$ cat config.mk
export PLATFORM = sky130hd
export DESIGN_NAME = lsh_ctrl
export DESIGN_NICKNAME = d
export VERILOG_FILES = /design/src/lsh_pkg.sv /design/src/lsh_ctrl.sv
export SDC_FILE = /design/constraint.sdc
export NUM_CORES = 1
export LEC_CHECK = 0
export BUFFER_PORTS_ARGS = -buffer_cell sky130_fd_sc_hd__buf_2
export CORE_AREA = 2 2 39 41
export DETAILED_ROUTE_END_ITERATION = 16
export DIE_AREA = 0 0 41 43
export SYNTH_ARGS = -nofsm -noshare
export SYNTH_HDL_FRONTEND = slang
export SYNTH_SLANG_ARGS = --single-unit
$ cat constraint.sdc
create_clock -name clk -period 2.1 [get_ports clk]
set_input_delay 0.105 -clock clk [delete_from_list [all_inputs] [get_ports clk]]
set_output_delay 0.105 -clock clk [all_outputs]
set_load 0.01 [all_outputs]
$ cat src/lsh_pkg.sv
// Shared types, codes and default sizes of the log-scaled histogram engine.
package lsh_pkg;

    localparam int NUM_BINS_DEF     = 256;
    localparam int LINEAR_LIMIT_DEF = 10;
    localparam int COUNTER_BITS_DEF = 48;

    localparam int SAMPLE_W   = 32;
    localparam int READ_BIN_W = 8;
    localparam int BIN_NUM_W  = 8;
    localparam int TOTAL_W    = 48;
    localparam int THR_W      = 34;

    typedef enum logic [2:0] {
        ST_CLEAR,
        ST_IDLE,
        ST_SEARCH,
        ST_CHECK,
        ST_READ,
        ST_RESP
    } lsh_state_t;

    typedef enum logic {
        OP_ADD  = 1'b0,
        OP_READ = 1'b1
    } lsh_op_t;

    typedef struct packed {
        logic load;
        logic step;
        logic clr_wr;
        logic rd_en;
        logic commit;
        logic drop;
    } lsh_cmd_t;

    typedef struct packed {
        logic is_read;
        logic is_linear;
        logic step_last;
        logic in_range;
        logic clr_last;
    } lsh_status_t;

endpackage

$ cat src/lsh_ctrl.sv
// Controller state machine of the log-scaled histogram engine.
module lsh_ctrl (
    input  logic                clk,
    input  logic                rst_n,
    input  logic                start,
    input  lsh_pkg::lsh_status_t status,
    output lsh_pkg::lsh_cmd_t   cmd,
    output logic                busy,
    output logic                done
);
    import lsh_pkg::*;

    lsh_state_t state_reg, state_next;
    logic       done_reg, done_next;

    always_ff @(posedge clk or negedge rst_n)
    begin
        if (!rst_n)
        begin
            state_reg <= ST_CLEAR;
            done_reg  <= 1'b0;
        end
        else
        begin
            state_reg <= state_next;
            done_reg  <= done_next;
        end
    end

    always_comb
    begin
        cmd        = '0;
        state_next = state_reg;
        done_next  = 1'b0;
        unique case (state_reg)
            ST_CLEAR:
            begin
                cmd.clr_wr = 1'b1;
                if (status.clr_last)
                    state_next = ST_IDLE;
            end
            ST_IDLE:
            begin
                if (start)
                begin
                    cmd.load = 1'b1;
                    if (status.is_read)
                        state_next = ST_READ;
                    else if (status.is_linear)
                        state_next = ST_CHECK;
                    else
                        state_next = ST_SEARCH;
                end
            end
            ST_SEARCH:
            begin
                cmd.step = 1'b1;
                if (status.step_last)
                    state_next = ST_CHECK;
            end
            ST_CHECK:
            begin
                if (status.in_range)
                    state_next = ST_READ;
                else
                begin
                    // drop the item and report it
                    cmd.drop   = 1'b1;
                    done_next  = 1'b1;
                    state_next = ST_IDLE;
                end
            end
            ST_READ:
            begin
                cmd.rd_en  = 1'b1;
                state_next = ST_RESP;
            end
            ST_RESP:
            begin
                cmd.commit = 1'b1;
                done_next  = 1'b1;
                state_next = ST_IDLE;
            end
            default:
            begin
                state_next = ST_IDLE;
            end
        endcase
    end

    assign busy = (state_reg != ST_IDLE);
    assign done = done_reg;

endmodule

==> flow_metrics.py <==
metrics = {
    "outcome": {
        "status": "finished clean",
    },
    "synthesis": {
        "yosysTopAreaCell": "dfrtp_1",
        "synth_xor_area_frac": 0,
        "synth_top_family_by_area": "simple AND/OR/NAND/NOR gates",
        "synth-seq-cells": 4,
        "muxShareOfSynthArea": 0.0392,
        "synth.cell_area_um2": 255,
        "postSynthCellCount": 28,
        "ys_seq_area_frac": 0.392,
        "synth_edf_count": 0,
        "ys_async_sr_fraction": 1.00,
        "ys_warn_count": 0,
        "synth_fa_ha_area_frac": 0,
        "ys.flop_type": "dfrtp_1",
        "synth_most_common_cell": "dfrtp_1",
        "syn_nets": 36,
        "synth_area_per_cell_um2": 9.12,
        "synth_area_leaders": "dfrtp_1 (39%), nor3b_1 (8.8%), nor2b_1 (7.4%)",
        "synth_top_area_frac": 0.392,
        "synth_compound_area_frac": 0.123,
        "netlist_top_cells_count": "dfrtp_1 (4), nor2b_1 (3), nor3b_1 (3)",
        "synthSimpleGateAreaFrac": 0.373,
        "synth_cell_type_count": 17,
    },
    "clock_tree": {
        "cts_tree": "yes",
        "clockBufferDepth": 2,
        "cts_inserted_buffers": 3,
        "cts_sinks": 4,
        "cts_root_buffer": "clkbuf_4",
        "clock_latency_ns": 0.24,
        "clk_pin_slew_ns": 0.04,
        "htreeDepth": 1,
        "cts_setup_buffers": 0,
    },
    "route": {
        "route.detailed.drc": 0,
        "drt-initial-drc-count": 5,
        "routedWlPerCell_um": 9.97,
        "vias": 266,
        "wl_um": 618,
        "ant_nets": 0,
        "vias_per_cell": 4.29,
        "dr.pass1.iters": 3,
    },
    "global_route": {
        "track_usage": 0.0885,
        "grt_pass1_vias": 239,
        "grt_max_degree": 11,
        "grt_pass1_wl_um": 938,
        "grt-ovfl-total": 0,
        "grt_antenna_before_repair": 0,
    },
    "sta": {
        "setup_viol_count_final": 0,
        "fmax_mhz": 745,
        "fin_worst_skew_ns": 0.0108,
        "finalCritPeriodShare": 0.640,
        "hold_violations": 0,
        "maxSlewViolCount": 0,
        "worst_slew_pin_slew_ns": 0.286,
        "period_minus_slack_ns": 1.34,
        "tns_ns": 0,
        "slew_headroom": 0.809,
        "rsz0062_at_grt": "no",
    },
    "pwr": {
        "combinationalPowerShare": 0.464,
        "p_leak_nw": 0.189,
        "power.density_nw_per_um2": 1310,
        "clock_power_share": 0.199,
        "p_int_uw": 291,
        "switchingPower_uw": 195,
        "p_seq_frac": 0.337,
        "irDropWorstVdd_v": 0.000515,
        "swShare": 0.401,
    },
    "floorplan": {
        "start_util": 0.184,
        "die_x_um": 41,
        "coreArea_um2": 1380,
        "num_rows": 14,
        "die_h_um": 43,
        "dieArea_um2": 1760,
        "io_pins": 16,
    },
    "placement": {
        "place_inst": 58,
        "io_buffers": 15,
        "dp.final_hpwl_um": 485,
        "place.gp.congestion": 0.736,
    },
    "critical_path": {
        "cp.required_ns": 2.00,
        "cp-start-kind": "register",
        "crit_start": "state_reg[1]",
        "crit_arrival_ns": 1.24,
        "reg2reg_to": "state_reg[0]",
        "critical_path_class": "reg2out",
        "r2r-start": "state_reg[1]",
        "end_kind": "output pin",
        "r2r_cells": 3,
        "crit_fanout": 10,
        "regToRegSetupSlack_ns": 0.95,
        "crit_path_end": "cmd[5]",
    },
    "cells_and_area": {
        "largest_reg_flops": 3,
        "drive_gt1_frac": 0.391,
        "antenna_cells": 0,
        "postLayoutCoreUtil": 0.269,
        "areaGrowthSynthToFinish_pct": 45.6,
        "fillCellCount": 164,
        "fin_nets": 56,
        "final_cells": 62,
    },
    "worst_hold_path": {
        "hold_class": "in2reg",
        "hold_depth": 3,
        "hp-start": "start",
    },
    "job": {
        "maxCapViolations": 0,
    },
}
[cell type report]
type	count	area, um2	share of cell area
flip-flops and latches	4	100	0.269
inverters	2	7.51	0.0202
multi-input cells	21	136	0.367
clock buffers	3	22.5	0.0606
well taps	16	20.0	0.0539
repair buffers	16	85.1	0.229
[layout by cell type (no fill, tap or decap)]
cell type      count
mux2i_1            1
o31a_1             1
o21bai_1           1
nor3_1             1
nor2_1             1
nor4_1             1
nor3b_1            3
a21oi_1            2
o21ai_1            1
buf_2             15
nor2b_1            3
and2_1             2
clkbuf_4           3
nand3b_1           1
nand2b_1           2
or2_1              1
dfrtp_1            4
inv_1              2
dlygate4sd3_1      1
[critical path, cell delays in order, from the launching register on]
cell and delay, ns:
dfrtp_1 0.47, nor2b_1 0.22, nand2b_1 0.09, nor2_1 0.08, buf_2 0.13
[stage by stage]
stage	area, um2	hold WS (ns)	power, mW	setup slack [ns]
2_1_floorplan	255	-0.191	0.311	0.931
3_3_place_gp	339	-0.0855	0.387	0.988
3_5_place_dp	339	-0.0855	0.390	0.953
4_1_cts	372	0.169	0.494	0.734
5_1_grt	372	0.172	0.526	0.614
6_report	372	0.175	0.486	0.757
[power groups by stage]
stage	clock network [mW]	registers, mW	logic, mW
after floorplan	0	0.145	0.166
after global placement	0	0.162	0.225
after detailed placement	0	0.162	0.228
after CTS	0.102	0.162	0.231
after global routing	0.110	0.165	0.250
final	0.0968	0.164	0.225
[how the worst min path moves through the flow]
stage                              end
after floorplan                   done
after global placement    state_reg[0]
after detailed placement          done
after CTS                 state_reg[1]
after global routing      state_reg[1]
final                     state_reg[1]
[layer usage]
layer	part of all wire	track usage
met1	0.41	0.0906
met2	0.49	0.109
met3	0.099	0.0524
met4	0	0.100
met5	0	0
[logic make-up after synthesis]
logic type      Yosys count
compound gates            5
flops                     4
mux                       1
simple gates             15
buf+inv                   3
[repair_timing]
item                                   4_1_cts  5_1_grt
endpoints found under the hold margin        4        0
gates resized for setup                      0        0
hold buffers                                 1        0
Note: power is estimated with default switching activity, not from simulation.
